**src/hdl/sem_pkg.sv**
```systemverilog
`timescale 1ns / 1ps
// ----------------------------------------------------------------------------
// sem_pkg
// shared constants and types of the rgb sobel edge magnitude block
// ----------------------------------------------------------------------------
package sem_pkg;

    localparam int MAX_WIDTH  = 1024;
    localparam int MAX_HEIGHT = 1024;

    localparam int DIM_W     = 11;
    localparam int COL_W     = $clog2(MAX_WIDTH);
    localparam int CH_W      = 8;
    localparam int PIX_W     = 3 * CH_W;
    localparam int GRAD_W    = 12;
    localparam int SUM_W     = 21;
    localparam int CFG_IDX_W = 2;

    localparam logic [CFG_IDX_W-1:0] REG_WIDTH  = CFG_IDX_W'(0);
    localparam logic [CFG_IDX_W-1:0] REG_HEIGHT = CFG_IDX_W'(1);

    localparam logic [DIM_W-1:0] DIM_MAX_W = DIM_W'(MAX_WIDTH);
    localparam logic [DIM_W-1:0] DIM_MAX_H = DIM_W'(MAX_HEIGHT);

    typedef logic [PIX_W-1:0] t_pixel;
    typedef logic [SUM_W-1:0] t_sum;
    typedef logic [CH_W-1:0]  t_chan;

    typedef struct packed {
        logic start;
        t_sum s_red;
        t_sum s_green;
        t_sum s_blue;
    } t_root_req;

    typedef struct packed {
        logic  busy;
        logic  done;
        t_chan n_red;
        t_chan n_green;
        t_chan n_blue;
    } t_root_stat;

endpackage

```
**src/hdl/sem_root.sv**
```systemverilog
`timescale 1ns / 1ps
// ----------------------------------------------------------------------------
// sem_root
// rounded square root of three sums, one result bit per cycle
// ----------------------------------------------------------------------------
module sem_root (
    input  logic               i_clk,
    input  logic               i_rst_n,
    input  sem_pkg::t_root_req i_req,
    output sem_pkg::t_root_stat o_stat
);

    logic                r_busy;
    logic                r_done;
    logic [2:0]          r_bit;
    sem_pkg::t_sum       r_s [3];
    sem_pkg::t_chan      r_n [3];
    sem_pkg::t_chan      n_n [3];

    // greedy bit search for the largest n with n*n-n below s
    always_comb begin
        logic [7:0]  cand;
        logic [15:0] sq;
        logic [16:0] f;
        for (int c = 0; c < 3; c++) begin
            cand = r_n[c] | (8'd1 << r_bit);
            sq   = cand * cand;
            f    = {1'b0, sq} - {9'd0, cand};
            n_n[c] = ({4'd0, f} < r_s[c]) ? cand : r_n[c];
        end
    end

    always_ff @(posedge i_clk) begin
        if (!i_rst_n) begin
            r_busy <= 1'b0;
            r_done <= 1'b0;
            r_bit  <= 3'd7;
        end else begin
            r_done <= 1'b0;
            if (i_req.start) begin
                r_busy <= 1'b1;
                r_bit  <= 3'd7;
            end else if (r_busy) begin
                r_bit <= r_bit - 3'd1;
                if (r_bit == 3'd0) begin
                    r_busy <= 1'b0;
                    r_done <= 1'b1;
                end
            end
        end
    end

    always_ff @(posedge i_clk) begin
        if (i_req.start) begin
            r_s[0] <= i_req.s_red;
            r_s[1] <= i_req.s_green;
            r_s[2] <= i_req.s_blue;
            for (int c = 0; c < 3; c++) r_n[c] <= '0;
        end else if (r_busy) begin
            for (int c = 0; c < 3; c++) r_n[c] <= n_n[c];
        end
    end

    assign o_stat.busy    = r_busy;
    assign o_stat.done    = r_done;
    assign o_stat.n_red   = r_n[0];
    assign o_stat.n_green = r_n[1];
    assign o_stat.n_blue  = r_n[2];

endmodule

```
**config.mk**
```make
export PLATFORM = sky130hd
export DESIGN_NAME = sem_root
export DESIGN_NICKNAME = d
export VERILOG_FILES = /design/src/hdl/sem_pkg.sv /design/src/hdl/sem_root.sv
export SDC_FILE = /design/constraint.sdc
export NUM_CORES = 1
export LEC_CHECK = 0
export ABC_AREA = 1
export BUFFER_PORTS_ARGS = -buffer_cell sky130_fd_sc_hd__buf_2
export CAP_MARGIN = 20
export CORE_MARGIN = 1.5
export CORE_UTILIZATION = 50
export CTS_BUF_LIST = sky130_fd_sc_hd__clkbuf_16
export CTS_CLUSTER_SIZE = 25
export DETAILED_ROUTE_END_ITERATION = 16
export PLACE_DENSITY = 0.66
export SETUP_SLACK_MARGIN = 0.5
export SLEW_MARGIN = 20
export SYNTH_ARGS = -nofsm -noshare
export SYNTH_HDL_FRONTEND = slang
export SYNTH_SLANG_ARGS = --single-unit
```
**constraint.sdc**
```tcl
create_clock -name i_clk -period 7.6 [get_ports i_clk]
set_clock_uncertainty 0.05 [all_clocks]
set_input_delay 1.52 -clock i_clk [delete_from_list [all_inputs] [get_ports i_clk]]
set_output_delay 1.52 -clock i_clk [all_outputs]
set_load 0.05 [all_outputs]
```
==> impl_metrics.toml <==
[timing]
period_needed_ns = 6.46
finalCritPeriodShare_pct = 85.1
tns_ns = 0
setup_viol = 0
setup_slack_ns = 1.14
timing.hold.ws_ns = 0.488
relSlewSlack_pct = 50.9
fmax_mhz = 155
worst-slew-pin-transition_ns = 0.737
rsz0062_at_grt = "no"
finalHoldViolCount = 0
slew_viol_final = 0

[clocking]
clkLatencyLatePin_ns = 0.35
clk_pin_slew_ns = 0.07
cts_tree = "done"
numCtsBuffers = 9
cts_resized = 0
h-tree-depth = 3
postCtsSetupRepairBufs = 0
hold_buffers = 0
cts_sinks = 92
clock-root-buffer = "clkbuf_16"
cts.path.max_buffers = 2

[detailed_routing]
ant_nets = 0
dr.pass1.iters = 7
totalWireLength_um = 22500
drtIter0Drc = 340
avgViaCountPerCell = 4.70
drcViolationCount = 0
vias = 8629
wire_per_inst_um = 12.3

[worst_setup_path]
worstPathRequired_ns = 7.56
cp-start-kind = "flop"
worst_path_largest_cell_delay_ns = 0.54
slowest_stage = "fa_1"
critical_path_class = "flop to flop"
cp.arrival_ns = 6.43
startpoint = "r_bit[0]"
crit_fanout = 8
cp_common_cell = "nand2_1"
worstReg2RegStart = "r_bit[0]"
endpoint_kind = "flop"

[place]
placed_area_um2 = 12300
dp_cells = 1819
hpwlAfterDp_um = 19400
pre_cts_slack_ns = 1.11
io_buffer_count = 91
globalplace.congestion = 0.918

[global_route]
first_global_vias = 8348
grt-ovfl-total = 0
grt_usage_pct = 20.1
grt_pass1_wl_um = 38400
antenna_found_initial = 0
grt_max_degree = 59

[cells_and_area]
layout-drive-gt1-share_pct = 10.9
final_common_cell = "inv_1"
final_cell_mix = "390 x inv_1, 366 x nand2_1, 164 x ha_1"
num-nets-final = 1873
diodes = 0
fillers = 2144
multi_input_area_um2 = 7150
synthToLayoutAreaGrowth_pct = 9.31
seq_area_um2 = 2710
final_cells = 1835
final_area_um2 = 12600

[die]
die_w_um = 155
coreArea_um2 = 22600
die_y_um = 155
initial_core_util_pct = 50.9
core.rowCount = 55
dieArea_um2 = 23900
ios = 92

[yosys]
synth_cell_type_count = 40
syn_avg_cell_area_um2 = 7.94
netlist_area_um2 = 11500
netlist_instances = 1447
yosys_warnings = 0
synth.yosys.seq_area_share_pct = 23.6
synth_seq_cells = 92

[hold_path]
holdCritPathClass = "flop to flop"
hp-start = "r_bit[0]"

[power]
power_density_nw_per_um2 = 307
leakagePower_nw = 7.53
ir_worst_vdd_mv = 0.164

[status]
outcome = "completed"

[job]
cap_violations = 0
## per-stage QoR
stage          utilization (%)  power [W]
2_1_floorplan                -    0.00282
3_3_place_gp              54.4    0.00340
6_report                  55.7    0.00385
5_1_grt                   55.7    0.00439
3_5_place_dp              54.4    0.00344
4_1_cts                   55.7    0.00390
## routing by layer
layer  share of wire, %  wire length, um  GRT usage (%)
met1                 48            10800           27.3
met2                 47            10500           33.9
met3                4.3              975           3.73
met4                1.3              303           3.94
met5                  0                0              0
## kinds of logic (layout without fill, tap and decap cells)
kind of cell / count (synthesis) / after routing / share of synthesized area [%]
other: 1 / 6 / 0.0326
flip-flops: 92 / 92 / 23.6
adder cells (fa/ha/maj): 262 / 262 / 34.9
buffers and inverters: 429 / 527 / 14.4
XOR/XNOR: 33 / 33 / 2.64
AND/OR/NAND/NOR: 567 / 567 / 20.8
AO/OA/AOI/OAI: 63 / 63 / 3.58
## power by group
| part | total [W] | internal (W) | switching (W) |
|---|---|---|---|
| Sequential | 0.000618 | 0.000598 | 0.0000208 |
| Combinational | 0.00280 | 0.00107 | 0.00173 |
| Clock | 0.000439 | 0.000231 | 0.000208 |
## worst max-delay path: cells and delay by family (launching register included)
kind                       cells  cell delay [ns]
adders and majority gates      7             2.87
and+or+nand+nor               15             1.77
buffers and inverters          7             0.74
DFF                            1             0.38
AOI/OAI and AO/OA              2             0.28
## flip-flops by register name (all words and copies together), names as in the netlist
signal,cells
r_n,24
r_bit,3
r_done,1
r_s,63
r_busy,1
## final timing paths
| check | slack [ns] | endpoint | depth (start not counted) |
|---|---|---|---|
| min reg2reg | 0.49 | r_bit[0] | 2 |
| min | 0.49 | r_bit[0] | 2 |
| max reg2reg | 1.14 | r_n[0][20] | 31 |
| max | 1.14 | r_n[0][20] | 31 |
## cell usage after synthesis
| cell type | number | share of area [%] |
|---|---|---|
| buf_4 | 2 | 0.13 |
| inv_1 | 390 | 13 |
| inv_2 | 16 | 0.52 |
| fa_1 | 98 | 17 |
| dfxtp_1 | 5 | 0.87 |
| nand3b_1 | 1 | 0.065 |
| conb_1 | 1 | 0.033 |
| or2_1 | 3 | 0.16 |
| nand2_4 | 6 | 0.59 |
| buf_6 | 2 | 0.20 |
| nor3_1 | 4 | 0.17 |
| xor2_1 | 20 | 1.5 |
| buf_2 | 2 | 0.087 |
| a21o_1 | 5 | 0.33 |
| nor2_2 | 4 | 0.22 |
| a21oi_4 | 4 | 0.57 |
| nor2_1 | 105 | 3.4 |
| and2_1 | 7 | 0.38 |
| clkinv_1 | 3 | 0.098 |
| xnor2_1 | 11 | 0.84 |
| o211ai_1 | 1 | 0.065 |
| o21ai_2 | 3 | 0.23 |
| o21ai_0 | 4 | 0.17 |
| a21oi_2 | 4 | 0.30 |
| o21bai_1 | 4 | 0.26 |
| nand2_1 | 366 | 12 |
| clkinv_2 | 1 | 0.043 |
| edfxtp_1 | 87 | 23 |
| nor2_8 | 3 | 0.52 |
| a21oi_1 | 38 | 1.7 |
| ha_1 | 164 | 18 |
| nor2_4 | 1 | 0.098 |
| clkbuf_1 | 5 | 0.16 |
| inv_4 | 8 | 0.44 |
| nand3_1 | 47 | 2.0 |
| nand2_2 | 4 | 0.22 |
| or2_2 | 1 | 0.054 |
| nand3_2 | 3 | 0.26 |
| xor2_2 | 2 | 0.28 |
| nand4_1 | 12 | 0.65 |
## layout make-up
| cell class | count | area share (%) |
|---|---|---|
| clock buffer | 9 | 1.79 |
| clock inverter | 7 | 0.518 |
| inverter | 418 | 12.7 |
| multi-input combinational | 931 | 56.9 |
| sequential | 92 | 21.6 |
| tap | 285 | 2.84 |
| timing repair buffer | 93 | 3.74 |
Power figures use the tool's default switching activity.
